===== config.mk =====
export PLATFORM = sky130hd
export DESIGN_NAME = json_token_scanner
export DESIGN_NICKNAME = d
export VERILOG_FILES = /design/src/rtl/core/jts_pkg.sv /design/src/rtl/core/json_token_scanner.sv
export SDC_FILE = /design/constraint.sdc
export NUM_CORES = 1
export LEC_CHECK = 0
export BUFFER_PORTS_ARGS = -buffer_cell sky130_fd_sc_hd__buf_2
export CELL_PAD_IN_SITES_DETAIL_PLACEMENT = 1
export CELL_PAD_IN_SITES_GLOBAL_PLACEMENT = 2
export CORE_MARGIN = 5
export CORE_UTILIZATION = 42
export DETAILED_ROUTE_END_ITERATION = 10
export PLACE_DENSITY = 0.95
export SLEW_MARGIN = 20
export SYNTH_ARGS = -nofsm -noshare
export SYNTH_HDL_FRONTEND = slang
export SYNTH_SLANG_ARGS = --single-unit

===== constraint.sdc =====
create_clock -name clk -period 8.78 [get_ports clk]
set_input_delay 1.317 -clock clk [delete_from_list [all_inputs] [get_ports clk]]
set_output_delay 1.317 -clock clk [all_outputs]
set_load 0.03 [all_outputs]

===== src/rtl/core/jts_pkg.sv =====
// Package for the JSON token scanner: scan states, token kinds and character codes.
// Depends on nothing; imported by json_token_scanner.
package jts_pkg;

    // Width of the number_value field on the result port.
    localparam int VALUE_WIDTH = 32;
    // Widest accumulator that the scanner supports.
    localparam int ACCUM_MAX_WIDTH = 64;

    // Scan states, one-hot.
    typedef enum logic [11:0] {
        ST_IDLE   = 12'b0000_0000_0001,
        ST_NULL1  = 12'b0000_0000_0010,
        ST_NULL2  = 12'b0000_0000_0100,
        ST_NULL3  = 12'b0000_0000_1000,
        ST_FALSE1 = 12'b0000_0001_0000,
        ST_FALSE2 = 12'b0000_0010_0000,
        ST_FALSE3 = 12'b0000_0100_0000,
        ST_FALSE4 = 12'b0000_1000_0000,
        ST_TRUE1  = 12'b0001_0000_0000,
        ST_TRUE2  = 12'b0010_0000_0000,
        ST_TRUE3  = 12'b0100_0000_0000,
        ST_NUM    = 12'b1000_0000_0000
    } scan_state_t;

    // Token kinds on the result port.
    typedef enum logic [3:0] {
        TOK_ARR_START = 4'd0,
        TOK_ARR_END   = 4'd1,
        TOK_SEP       = 4'd2,
        TOK_OBJ_START = 4'd3,
        TOK_OBJ_END   = 4'd4,
        TOK_KEY_SEP   = 4'd5,
        TOK_NULL      = 4'd6,
        TOK_FALSE     = 4'd7,
        TOK_TRUE      = 4'd8,
        TOK_NUMBER    = 4'd9
    } token_kind_t;

    // Character codes.
    localparam logic [7:0] CH_ZERO      = 8'h30;
    localparam logic [7:0] CH_NINE      = 8'h39;
    localparam logic [7:0] CH_SPACE     = 8'h20;
    localparam logic [7:0] CH_TAB       = 8'h09;
    localparam logic [7:0] CH_LF        = 8'h0A;
    localparam logic [7:0] CH_CR        = 8'h0D;
    localparam logic [7:0] CH_LBRACKET  = 8'h5B;
    localparam logic [7:0] CH_RBRACKET  = 8'h5D;
    localparam logic [7:0] CH_COMMA     = 8'h2C;
    localparam logic [7:0] CH_LBRACE    = 8'h7B;
    localparam logic [7:0] CH_RBRACE    = 8'h7D;
    localparam logic [7:0] CH_COLON     = 8'h3A;
    localparam logic [7:0] CH_A         = 8'h61;
    localparam logic [7:0] CH_E         = 8'h65;
    localparam logic [7:0] CH_F         = 8'h66;
    localparam logic [7:0] CH_L         = 8'h6C;
    localparam logic [7:0] CH_N         = 8'h6E;
    localparam logic [7:0] CH_R         = 8'h72;
    localparam logic [7:0] CH_S         = 8'h73;
    localparam logic [7:0] CH_T         = 8'h74;
    localparam logic [7:0] CH_U         = 8'h75;

endpackage


===== src/rtl/core/json_token_scanner.sv =====
// Byte-serial JSON token scanner: structural marks, null/false/true literals and
// saturating unsigned decimal integers. Depends on jts_pkg.
//
//  channel  | direction | handshake                 | payload
//  ---------+-----------+---------------------------+----------------------------
//  byte     | in        | byte_valid / byte_stall   | in_byte[7:0]
//  token    | out       | token_valid / token_stall | token_kind[3:0], number_value[31:0]
//
// One byte is taken every cycle while byte_stall is low.
// The bytes pass an input register, then one pass of state logic with a shift-add
// multiply by ten, then the token register.
// Reset returns the scanner to idle with a zero accumulator and empties both registers.
// A stalled token holds the input register only when the waiting byte would emit a token.
module json_token_scanner #(
    parameter int NUMBER_WIDTH = 32
) (
    input  logic                                clk,
    input  logic                                rst_n,
    input  logic                                byte_valid,
    output logic                                byte_stall,
    input  logic [7:0]                          in_byte,
    output logic                                token_valid,
    input  logic                                token_stall,
    output logic [3:0]                          token_kind,
    output logic [jts_pkg::VALUE_WIDTH-1:0]     number_value
);
    import jts_pkg::*;

    localparam int SUM_WIDTH = NUMBER_WIDTH + 4;

    logic                       byte_valid_reg;
    logic [7:0]                 byte_reg;
    scan_state_t                scan_state_reg;
    scan_state_t                scan_state_next;
    logic [NUMBER_WIDTH-1:0]    accum_reg;
    logic [NUMBER_WIDTH-1:0]    accum_next;
    logic                       token_valid_reg;
    token_kind_t                token_kind_reg;
    token_kind_t                token_kind_next;
    logic [VALUE_WIDTH-1:0]     number_value_reg;
    logic [VALUE_WIDTH-1:0]     number_value_next;
    logic                       emit;
    logic                       advance;
    logic                       is_digit;
    logic                       is_space;
    logic [3:0]                 digit;
    logic [SUM_WIDTH-1:0]       accum_ext;
    logic [SUM_WIDTH-1:0]       accum_sum;
    logic [NUMBER_WIDTH-1:0]    accum_scaled;
    logic [ACCUM_MAX_WIDTH-1:0] accum_wide;

    // Character classes of the byte in the input register.
    assign is_digit = (byte_reg >= CH_ZERO) && (byte_reg <= CH_NINE);
    assign is_space = (byte_reg == CH_SPACE) || (byte_reg == CH_TAB)
                      || (byte_reg == CH_LF) || (byte_reg == CH_CR);
    assign digit    = 4'(byte_reg - CH_ZERO);

    // Accumulator times ten plus the digit; any carry above the width saturates.
    assign accum_ext    = SUM_WIDTH'(accum_reg);
    assign accum_sum    = (accum_ext << 3) + (accum_ext << 1) + SUM_WIDTH'(digit);
    assign accum_scaled = (|accum_sum[SUM_WIDTH-1:NUMBER_WIDTH])
                          ? {NUMBER_WIDTH{1'b1}} : accum_sum[NUMBER_WIDTH-1:0];

    // The result field carries the low bits of the accumulator.
    assign accum_wide = ACCUM_MAX_WIDTH'(accum_reg);

    // Next state, accumulator and token for the byte in the input register.
    always_comb
    begin
        scan_state_next   = scan_state_reg;
        accum_next        = accum_reg;
        emit              = 1'b0;
        token_kind_next   = TOK_NUMBER;
        number_value_next = '0;
        case (scan_state_reg)
            ST_NULL1:  if (byte_reg == CH_U) scan_state_next = ST_NULL2;
            ST_NULL2:  if (byte_reg == CH_L) scan_state_next = ST_NULL3;
            ST_NULL3:
            begin
                if (byte_reg == CH_L)
                begin
                    scan_state_next = ST_IDLE;
                    emit            = 1'b1;
                    token_kind_next = TOK_NULL;
                end
            end
            ST_FALSE1: if (byte_reg == CH_A) scan_state_next = ST_FALSE2;
            ST_FALSE2: if (byte_reg == CH_L) scan_state_next = ST_FALSE3;
            ST_FALSE3: if (byte_reg == CH_S) scan_state_next = ST_FALSE4;
            ST_FALSE4:
            begin
                if (byte_reg == CH_E)
                begin
                    scan_state_next = ST_IDLE;
                    emit            = 1'b1;
                    token_kind_next = TOK_FALSE;
                end
            end
            ST_TRUE1:  if (byte_reg == CH_R) scan_state_next = ST_TRUE2;
            ST_TRUE2:  if (byte_reg == CH_U) scan_state_next = ST_TRUE3;
            ST_TRUE3:
            begin
                if (byte_reg == CH_E)
                begin
                    scan_state_next = ST_IDLE;
                    emit            = 1'b1;
                    token_kind_next = TOK_TRUE;
                end
            end
            ST_NUM:
            begin
                if (is_digit)
                begin
                    accum_next = accum_scaled;
                end
                else if (is_space)
                begin
                    scan_state_next   = ST_IDLE;
                    emit              = 1'b1;
                    token_kind_next   = TOK_NUMBER;
                    number_value_next = accum_wide[VALUE_WIDTH-1:0];
                end
            end
            default:
            begin
                // Idle, and any code that is not a state, starts a new token.
                scan_state_next = ST_IDLE;
                case (byte_reg)
                    CH_N:        scan_state_next = ST_NULL1;
                    CH_F:        scan_state_next = ST_FALSE1;
                    CH_T:        scan_state_next = ST_TRUE1;
                    CH_LBRACKET: begin emit = 1'b1; token_kind_next = TOK_ARR_START; end
                    CH_RBRACKET: begin emit = 1'b1; token_kind_next = TOK_ARR_END;   end
                    CH_COMMA:    begin emit = 1'b1; token_kind_next = TOK_SEP;       end
                    CH_LBRACE:   begin emit = 1'b1; token_kind_next = TOK_OBJ_START; end
                    CH_RBRACE:   begin emit = 1'b1; token_kind_next = TOK_OBJ_END;   end
                    CH_COLON:    begin emit = 1'b1; token_kind_next = TOK_KEY_SEP;   end
                    default:
                    begin
                        if (is_digit)
                        begin
                            scan_state_next = ST_NUM;
                            accum_next      = NUMBER_WIDTH'(digit);
                        end
                    end
                endcase
            end
        endcase
    end

    // The held byte moves on unless it would emit into a full, stalled token register.
    assign advance    = byte_valid_reg && (!emit || !token_valid_reg || !token_stall);
    assign byte_stall = byte_valid_reg && !advance;

    // Input register.
    always_ff @(posedge clk or negedge rst_n)
    begin
        if (!rst_n)
        begin
            byte_valid_reg <= 1'b0;
        end
        else if (!byte_stall)
        begin
            byte_valid_reg <= byte_valid;
        end
    end

    always_ff @(posedge clk)
    begin
        if (!byte_stall && byte_valid)
        begin
            byte_reg <= in_byte;
        end
    end

    // Scanner state and accumulator.
    always_ff @(posedge clk or negedge rst_n)
    begin
        if (!rst_n)
        begin
            scan_state_reg <= ST_IDLE;
            accum_reg      <= '0;
        end
        else if (advance)
        begin
            scan_state_reg <= scan_state_next;
            accum_reg      <= accum_next;
        end
    end

    // Token register.
    always_ff @(posedge clk or negedge rst_n)
    begin
        if (!rst_n)
        begin
            token_valid_reg <= 1'b0;
        end
        else if (advance && emit)
        begin
            token_valid_reg <= 1'b1;
        end
        else if (!token_stall)
        begin
            token_valid_reg <= 1'b0;
        end
    end

    always_ff @(posedge clk)
    begin
        if (advance && emit)
        begin
            token_kind_reg   <= token_kind_next;
            number_value_reg <= number_value_next;
        end
    end

    assign token_valid  = token_valid_reg;
    assign token_kind   = token_kind_reg;
    assign number_value = number_value_reg;

`ifndef SYNTHESIS
    // Only a number token carries a value.
    assert property (@(posedge clk) disable iff (!rst_n)
        (token_valid_reg && token_kind_reg != TOK_NUMBER) |-> number_value_reg == '0)
        else $error("non-number token with a nonzero value");

    // A digit inside a number never makes the accumulator smaller.
    assert property (@(posedge clk) disable iff (!rst_n)
        (advance && scan_state_reg == ST_NUM && is_digit) |=> accum_reg >= $past(accum_reg))
        else $error("accumulator decreased on a digit");

    // Whitespace ends a number with a number token and returns to idle.
    assert property (@(posedge clk) disable iff (!rst_n)
        (advance && scan_state_reg == ST_NUM && is_space)
        |=> token_valid_reg && token_kind_reg == TOK_NUMBER && scan_state_reg == ST_IDLE)
        else $error("number not emitted on whitespace");

    // The last letter of null emits the null token.
    assert property (@(posedge clk) disable iff (!rst_n)
        (advance && scan_state_reg == ST_NULL3 && byte_reg == CH_L)
        |=> token_valid_reg && token_kind_reg == TOK_NULL)
        else $error("null literal not emitted");
`endif

endmodule

==> results of run 1 <==
power by group through the flow:
stage          logic, mW  clock network, mW  registers (mW)
6_report           0.625              0.428           0.532
5_1_grt            0.697              0.453           0.537
4_1_cts            0.622              0.433           0.531
3_5_place_dp       0.610                  0           0.539
3_3_place_gp       0.583                  0           0.536
2_1_floorplan      0.470                  0           0.515
worst max-delay path by stage:
| stage | from | end | slack [ns] | cells after the start |
|---|---|---|---|---|
| final | scan_state_reg[2]$_DFFE_PN0P_ | byte_stall | 4.03 | 7 |
| after floorplan | scan_state_reg[3]$_DFFE_PN0P_ | number_value[0]$_SDFFCE_PP0P_ | 4.49 | 9 |
| after detailed placement | scan_state_reg[2]$_DFFE_PN0P_ | byte_stall | 4.49 | 7 |
| after global routing | scan_state_reg[3]$_DFFE_PN0P_ | byte_stall | 3.83 | 7 |
| after global placement | scan_state_reg[1]$_DFFE_PN0P_ | byte_stall | 4.55 | 7 |
| after CTS | scan_state_reg[2]$_DFFE_PN0P_ | byte_stall | 4.10 | 7 |
Yosys cell counts (3+ instances only):
| cell type | number | share of area |
|---|---|---|
| sky130_fd_sc_hd__ha_1 | 63 | 0.12 |
| sky130_fd_sc_hd__o21ai_0 | 53 | 0.040 |
| sky130_fd_sc_hd__a21oi_1 | 45 | 0.034 |
| sky130_fd_sc_hd__dfrtp_1 | 45 | 0.17 |
| sky130_fd_sc_hd__edfxtp_1 | 44 | 0.20 |
| sky130_fd_sc_hd__nand2_1 | 42 | 0.024 |
| sky130_fd_sc_hd__and3_1 | 41 | 0.039 |
| sky130_fd_sc_hd__clkbuf_1 | 38 | 0.022 |
| sky130_fd_sc_hd__a21o_1 | 31 | 0.035 |
| sky130_fd_sc_hd__a31oi_1 | 30 | 0.029 |
| sky130_fd_sc_hd__nor2_1 | 29 | 0.017 |
| sky130_fd_sc_hd__nor3_1 | 20 | 0.015 |
| sky130_fd_sc_hd__inv_1 | 16 | 0.0091 |
| sky130_fd_sc_hd__nand3_1 | 16 | 0.012 |
| sky130_fd_sc_hd__xnor2_1 | 16 | 0.021 |
| sky130_fd_sc_hd__nand2b_1 | 14 | 0.013 |
| sky130_fd_sc_hd__xor2_1 | 12 | 0.016 |
| sky130_fd_sc_hd__nor4_1 | 11 | 0.010 |
| sky130_fd_sc_hd__mux2_4 | 8 | 0.018 |
| sky130_fd_sc_hd__nand4_1 | 7 | 0.0067 |
| sky130_fd_sc_hd__o211ai_1 | 7 | 0.0080 |
| sky130_fd_sc_hd__o21a_1 | 7 | 0.0080 |
| sky130_fd_sc_hd__buf_2 | 6 | 0.0046 |
| sky130_fd_sc_hd__or4_1 | 6 | 0.0068 |
| sky130_fd_sc_hd__or2_2 | 5 | 0.0048 |
| sky130_fd_sc_hd__and2_1 | 4 | 0.0038 |
| sky130_fd_sc_hd__and4_1 | 4 | 0.0053 |
| sky130_fd_sc_hd__nor2b_1 | 4 | 0.0038 |
| sky130_fd_sc_hd__o2111ai_1 | 4 | 0.0053 |
| sky130_fd_sc_hd__or3_1 | 4 | 0.0038 |
| sky130_fd_sc_hd__a211oi_1 | 3 | 0.0034 |
| sky130_fd_sc_hd__mux2i_1 | 3 | 0.0046 |
| sky130_fd_sc_hd__o2bb2ai_1 | 3 | 0.0040 |
| sky130_fd_sc_hd__o41ai_1 | 3 | 0.0040 |
logic make-up after synthesis:
kind of cell | synth area share
adders and majority gates | 0.1259
buffers and inverters | 0.03954
AOI/OAI and AO/OA | 0.2082
muxes | 0.02624
DFF | 0.3759
xor gates and xnor gates | 0.03726
and+or+nand+nor | 0.1871
area by class of cell:
class                   count  area (µm²)
flip-flops and latches     90        2474
multi-input cells         542        3891
inverters                  16       60.06
fillers                  1777        7995
well taps                 211       264.0
clock buffers               9       225.2
repair buffers             54       305.3
clock inverters             7       100.1
worst max-delay path: stages (launching register included):
cell and delay, ns:
sky130_fd_sc_hd__dfrtp_1 0.49, sky130_fd_sc_hd__or4_1 0.73, sky130_fd_sc_hd__nor4_1 0.82, sky130_fd_sc_hd__a211oi_2 0.20
sky130_fd_sc_hd__nand2b_1 0.27, sky130_fd_sc_hd__or2_2 0.34, sky130_fd_sc_hd__inv_1 0.06, sky130_fd_sc_hd__buf_2 0.19
per-layer routing:
| layer | GRT usage | up-vias | part of all wire |
|---|---|---|---|
| li1 | - | 2670 | - |
| met1 | 0.2785 | 2840 | 0.43 |
| met2 | 0.4004 | 101 | 0.52 |
| met3 | 0.02489 | 34 | 0.024 |
| met4 | 0.06551 | 0 | 0.020 |
| met5 | 0 | - | 0 |
per-stage QoR:
stage | area, µm² | setup WS [ns]
floorplan | 6581 | 4.495
global placement | 6964 | 4.548
detailed placement | 6992 | 4.489
CTS | 7317 | 4.102
global route | 7320 | 3.829
finish | 7320 | 4.033
==> out/metrics.csv, run 1 <==
metric;value;unit
status;finished, final reports clean;
Setup CP Type;reg -> out;
final hold violation count;0;
sequential element share of the synthesized area;0.3759;
# nets final;790;
Clock Path Buffers;2;
classification of the worst-slack hold path;reg -> reg;
Power Density;216.6;nW/µm²
number of warning messages in the yosys log;0;
net count after synthesis;772;
number of max-capacitance violations reported;0;
number of sinks handled by clock tree synthesis;90;
worst reg-to-reg setup slack;4.51;ns
worst hold slack;0.5737;ns
hold endpoint;accum_reg[23]$_DFFE_PN0P_;
Yosys cell types;72;
internal power;972.6;µW
largest clock skew in the final design;0.01085;ns
final period demand of the worst path;4.747;ns
total setup violations reported at the end of the flow;0;
reg2reg end;accum_reg[29]$_DFFE_PN0P_;
number of antenna violations at the first check in global routing;0;
netlist area before placement;6581;µm²
headroom to the max-slew limit;0.3539;
growth of design area from synthesis to finish;11.22;%
gate count of the mapped netlist;695;
Worst Hold Launch;accum_reg[23]$_DFFE_PN0P_;
cts bufs inserted;9;
remaining global-route overflow;0;
first-pass detailed-route iteration total;4;
arrival time at the worst endpoint;3.43;ns
Antenna Nets Post-Route;0;
all-layer global routing usage;0.2217;
Final Non-Filler Cells;929;
Final TNS setup;0;ns
unrepaired setup endpoints after global routing;false;
Die H;135.2;µm
synthesized area per cell;9.470;µm²
drt wl/cell;21.38;µm
number of design-rule violations left by the first detailed-router iteration;358;
Design Power;1.585;mW
fraction of layout cells with a size suffix above 1;0.1351;
EDFF count, synth;44;
peak ir drop on the vdd network;95.42;µV
net switching power;612.6;µW
global-route wire length before repair;32.46;mm
top fanout value on the critical path;9;
clock edge transition at the registers on the reported setup and hold paths;0.07;ns
DRT Wirelength;19.86;mm
floorplan core area;15310;µm²
number of remaining DRC errors;0;
fraction of power consumed by combinational cells;0.394;
flip-flop and latch count after synthesis;90;
Final Cycle Share;0.5407;
Rows;45;
GP Congestion;0.8896;
Die Span X;135.2;µm
via count of the first global-routing pass;5980;
kind of end point of the critical path;output pin;
proportion of power drawn by flip-flops and latches;0.335;
top library cells by usage in the layout, fill and taps aside;sky130_fd_sc_hd__ha_1 (63), sky130_fd_sc_hd__o21ai_0 (53), sky130_fd_sc_hd__buf_2 (48);
Max Transition Viols Final;0;
post-CTS setup repair buffer count;0;
count of boundary I/O pins;50;
total die area;18270;µm²
startpoint type of the worst setup path;register;
largest net degree at the start of global routing;47;
path depth of the worst reg2reg path;13;
commonest non-fill, non-tap cell in the layout;sky130_fd_sc_hd__ha_1;
Placed Cells;913;
proportion of synthesized flip-flops having asynchronous set or reset;0.5111;
clock power share;0.270;
# diodes;0;
root cell of the clock tree;sky130_fd_sc_hd__clkbuf_16;
number of buffers added on ports;49;
leading register cell type out of synthesis;sky130_fd_sc_hd__dfrtp_1;
Fmax achieved;210.6;MHz
Slew @ Worst Pin;0.9691;ns
CTS tree;done;
Worst-Skew Late Latency;0.34;ns
number of vias per cell after detailed routing;6.076;
switching share of power;0.3865;
Post-CTS Hold Fix Bufs;0;
R2R Path Start;byte_reg[3]$_DFFE_PP_;
standby leakage power;3.371;nW
required time reported for the critical path endpoint;7.46;ns
vias post-DR;5645;
H-tree levels;3;
Cells on Worst Hold Path;1;
utilization after layout;0.4779;
HPWL Detailed;14.45;mm
post-CTS sizing;0;
Starting Density;0.4297;
No activity file was read; power rests on OpenSTA's default activity.
==> run 2, diff against run 1 <==
- ABC_AREA: default -> 1
- CORE_UTILIZATION: 42 -> 32
- PLACE_DENSITY: 0.95 -> 0.87
- clock period: 8.78 -> 4.1 ns (I/O delays scaled with it)
==> out/metrics.csv, run 2 <==
metric;value;unit;change
post-CTS sizing;0;;unchanged
drt wl/cell;15.71;µm;was 21.38 µm
root cell of the clock tree;sky130_fd_sc_hd__clkbuf_16;;unchanged
number of design-rule violations left by the first detailed-router iteration;295;;was 358
all-layer global routing usage;0.1761;;was 0.2217
net count after synthesis;1078;;was 772
Synth top area share;0.1914;;was 0.2008
top fanout value on the critical path;18;;was 9
count of boundary I/O pins;50;;unchanged
proportion of synthesized flip-flops having asynchronous set or reset;0.5111;;unchanged
Slew @ Worst Pin;0.7909;ns;was 0.9691 ns
sequential element share of the synthesized area;0.3534;;was 0.3759
total setup violations reported at the end of the flow;0;;unchanged
Yosys cell types;39;;was 72
Worst-Skew Late Latency;0.37;ns;was 0.34 ns
arrival time at the worst endpoint;3.76;ns;was 3.43 ns
startpoint type of the worst setup path;register;;unchanged
top post-synthesis cells by count;sky130_fd_sc_hd__nand2_1 (357), sky130_fd_sc_hd__inv_1 (142), sky130_fd_sc_hd__nor2_1 (120);;was sky130_fd_sc_hd__ha_1 (63), sky130_fd_sc_hd__o21ai_0 (53), sky130_fd_sc_hd__a21oi_1 (45), sky130_fd_sc_hd__dfrtp_1 (45), sky130_fd_sc_hd__edfxtp_1 (44)
Final Cycle Share;0.8552;;
most used routing layer;met2;;unchanged
cell with the most instances after synthesis;sky130_fd_sc_hd__nand2_1;;was sky130_fd_sc_hd__ha_1
GP Congestion;0.8468;;was 0.8896
post-CTS setup repair buffer count;0;;unchanged
number of remaining DRC errors;0;;unchanged
Fmax achieved;285.2;MHz;
dpl ws;0.5939;ns;was 4.489 ns
final period demand of the worst path;3.506;ns;
floorplan core area;21690;µm²;was 15,310 µm²
DRT Wirelength;20.99;mm;was 19.86 mm
Global Route met3 Usage;0.01613;;was 0.02489
clock edge transition at the registers on the reported setup and hold paths;0.07;ns;about the same
gate count of the mapped netlist;1001;;was 695
number of max-capacitance violations reported;0;;unchanged
flip-flop and latch count after synthesis;90;;unchanged
leading register cell type out of synthesis;sky130_fd_sc_hd__dfrtp_1;;unchanged
peak ir drop on the vdd network;148.7;µV;was 95.42 µV
Final Non-Filler Cells;1336;;was 929
Max Transition Viols Final;0;;unchanged
total die area;24930;µm²;was 18,270 µm²
Die H;157.9;µm;was 135.2 µm
fraction of layout cells with a size suffix above 1;0.09470;;was 0.1351
standby leakage power;4.170;nW;was 3.371 nW
remaining global-route overflow;0;;unchanged
status;finished, final reports clean;;unchanged
largest clock skew in the final design;0.01211;ns;was 0.01085 ns
headroom to the max-slew limit;0.4727;;was 0.3539
Starting Density;0.3228;;was 0.4297
EDFF count, synth;44;;unchanged
synthesized area per cell;6.993;µm²;was 9.470 µm²
CTS tree;done;;unchanged
number of buffers added on ports;49;;unchanged
Final TNS setup;0;ns;unchanged
largest net degree at the start of global routing;38;;was 47
Antenna Nets Post-Route;0;;unchanged
commonest non-fill, non-tap cell in the layout;sky130_fd_sc_hd__nand2_1;;was sky130_fd_sc_hd__ha_1
HPWL Detailed;16.38;mm;was 14.45 mm
Power Density;277.0;nW/µm²;was 216.6 nW/µm²
Rows;54;;was 45
Placed Cells;1320;;was 913
global-route wire length before repair;34.71;mm;was 32.46 mm
vias post-DR;6483;;was 5,645
unrepaired setup endpoints after global routing;false;;unchanged
Clock Path Buffers;2;;unchanged
first-pass detailed-route iteration total;7;;was 4
classification of the worst-slack hold path;in -> async;;was reg -> reg
met1 track demand over resource in global routing;0.2295;;was 0.2785
# nets final;1128;;was 790
routing usage on met2;0.3085;;was 0.4004
netlist area before placement;7000;µm²;was 6581 µm²
number of vias per cell after detailed routing;4.853;;was 6.076
min setup slack post-route;0.5937;ns;was 4.033 ns
Setup CP Type;reg -> reg;;was reg -> out
worst hold slack;0.3375;ns;was 0.5737 ns
number of antenna violations at the first check in global routing;0;;unchanged
H-tree levels;3;;unchanged
Post-CTS Hold Fix Bufs;0;;unchanged
largest cells by area after synthesis;sky130_fd_sc_hd__nand2_1 (19%), sky130_fd_sc_hd__edfxtp_1 (19%), sky130_fd_sc_hd__dfrtp_1 (16%);;was sky130_fd_sc_hd__edfxtp_1 (20%), sky130_fd_sc_hd__dfrtp_1 (17%), sky130_fd_sc_hd__ha_1 (12%)
# diodes;0;;unchanged
final hold violation count;0;;unchanged
number of sinks handled by clock tree synthesis;90;;unchanged
kind of end point of the critical path;register;;was output pin
number of warning messages in the yosys log;0;;unchanged
Die Span X;157.9;µm;was 135.2 µm
growth of design area from synthesis to finish;11.90;%;was 11.22%
cts bufs inserted;9;;unchanged
top cell type by total area after synthesis;sky130_fd_sc_hd__nand2_1;;was sky130_fd_sc_hd__edfxtp_1
top library cells by usage in the layout, fill and taps aside;sky130_fd_sc_hd__nand2_1 (357), sky130_fd_sc_hd__inv_1 (142), sky130_fd_sc_hd__nor2_1 (118);;was sky130_fd_sc_hd__ha_1 (63), sky130_fd_sc_hd__o21ai_0 (53), sky130_fd_sc_hd__buf_2 (48)
via count of the first global-routing pass;6817;;was 5,980
required time reported for the critical path endpoint;4.35;ns;was 7.46 ns
-- run 2: cell count changes after synthesis, sizes merged, moves of 10 or more --
cell	before	now
nand4	8	19
nor4	12	0
nand3	16	41
clkbuf	39	3
mux2	10	0
nor2	29	127
a31oi	30	0
inv	16	146
o21ai	54	23
nand2b	14	0
a21o	31	0
and3	41	0
nand2	42	362
-- run 2: cell type report --
class | count | area, µm²
clock buffer | 13 | 261.5
fill | 2765 | 13850
timing repair buffer | 55 | 290.3
clock inverter | 3 | 22.52
multi-input combinational | 749 | 3887
tap | 280 | 350.3
inverter | 146 | 548.0
sequential | 90 | 2474
-- run 2: path summary, 6_finish.rpt --
kind | slack, ns | cells past startpoint | to | startpoint
worst min register to register | 0.49 | 2 | scan_state_reg[0]$_DFFE_PN1P_ | scan_state_reg[0]$_DFFE_PN1P_
worst max-delay path | 0.59 | 18 | accum_reg[15]$_DFFE_PN0P_ | byte_reg[3]$_DFFE_PP_
max in group asynchronous | 2.99 | 2 | scan_state_reg[7]$_DFFE_PN0P_ | rst_n
worst max register to register | 0.59 | 18 | accum_reg[15]$_DFFE_PN0P_ | byte_reg[3]$_DFFE_PP_
worst min-delay path | 0.34 | 1 | accum_reg[27]$_DFFE_PN0P_ | rst_n
min in group clk | 0.42 | 1 | byte_reg[7]$_DFFE_PP_ | in_byte[7]
-- run 2: cells by family after synthesis --
logic type      count (synthesis)  synth area share
xor+xnor                       16           0.02002
compound gates                 80           0.06399
buf+inv                       162           0.09205
fa+ha+maj                      65            0.1183
simple gates                  588            0.3523
flops                          90            0.3534
-- run 2: report_power, final --
group / internal (mW) / leakage, nW / switching, mW
clock network: 0.452 / 0.139 / 0.390
logic: 0.117 / 3.02 / 0.208
registers: 0.971 / 1.01 / 0.0321
total: 1.54 / 4.17 / 0.630
-- run 2: per-layer routing --
metal / wire [µm] / vias up / share of wire
li1: - / 3275 / -
met1: 9969 / 3121 / 0.47
met2: 10180 / 67 / 0.48
met3: 510 / 20 / 0.024
met4: 335 / 0 / 0.016
met5: 0 / - / 0
-- run 2: worst max-delay path: stages, from the launching register on --
cell                       delay [ns]
sky130_fd_sc_hd__edfxtp_1        0.54
sky130_fd_sc_hd__fa_1            0.61
sky130_fd_sc_hd__inv_1           0.06
sky130_fd_sc_hd__fa_1            0.46
sky130_fd_sc_hd__inv_1           0.11
sky130_fd_sc_hd__nand2_1         0.06
sky130_fd_sc_hd__nand2_1         0.09
sky130_fd_sc_hd__nand3_1         0.13
sky130_fd_sc_hd__nand2_1         0.14
sky130_fd_sc_hd__nand2_1         0.06
sky130_fd_sc_hd__nand2_1         0.19
sky130_fd_sc_hd__nand2_1         0.12
sky130_fd_sc_hd__nand3_1         0.09
sky130_fd_sc_hd__nand2_1         0.08
sky130_fd_sc_hd__nor2_2          0.10
sky130_fd_sc_hd__buf_4           0.28
sky130_fd_sc_hd__nand3b_1        0.13
sky130_fd_sc_hd__nand2_1         0.09
sky130_fd_sc_hd__nand2_1         0.05
-- run 2: per-stage QoR --
step           total power [mW]  area (µm²)  utilization
6_report                  2.170        7834       0.3612
5_1_grt                   2.267        7834       0.3612
4_1_cts                   2.193        7834       0.3612
3_5_place_dp              1.347        7550       0.3481
3_3_place_gp              1.336        7550       0.3481
2_1_floorplan             1.249        7000            -
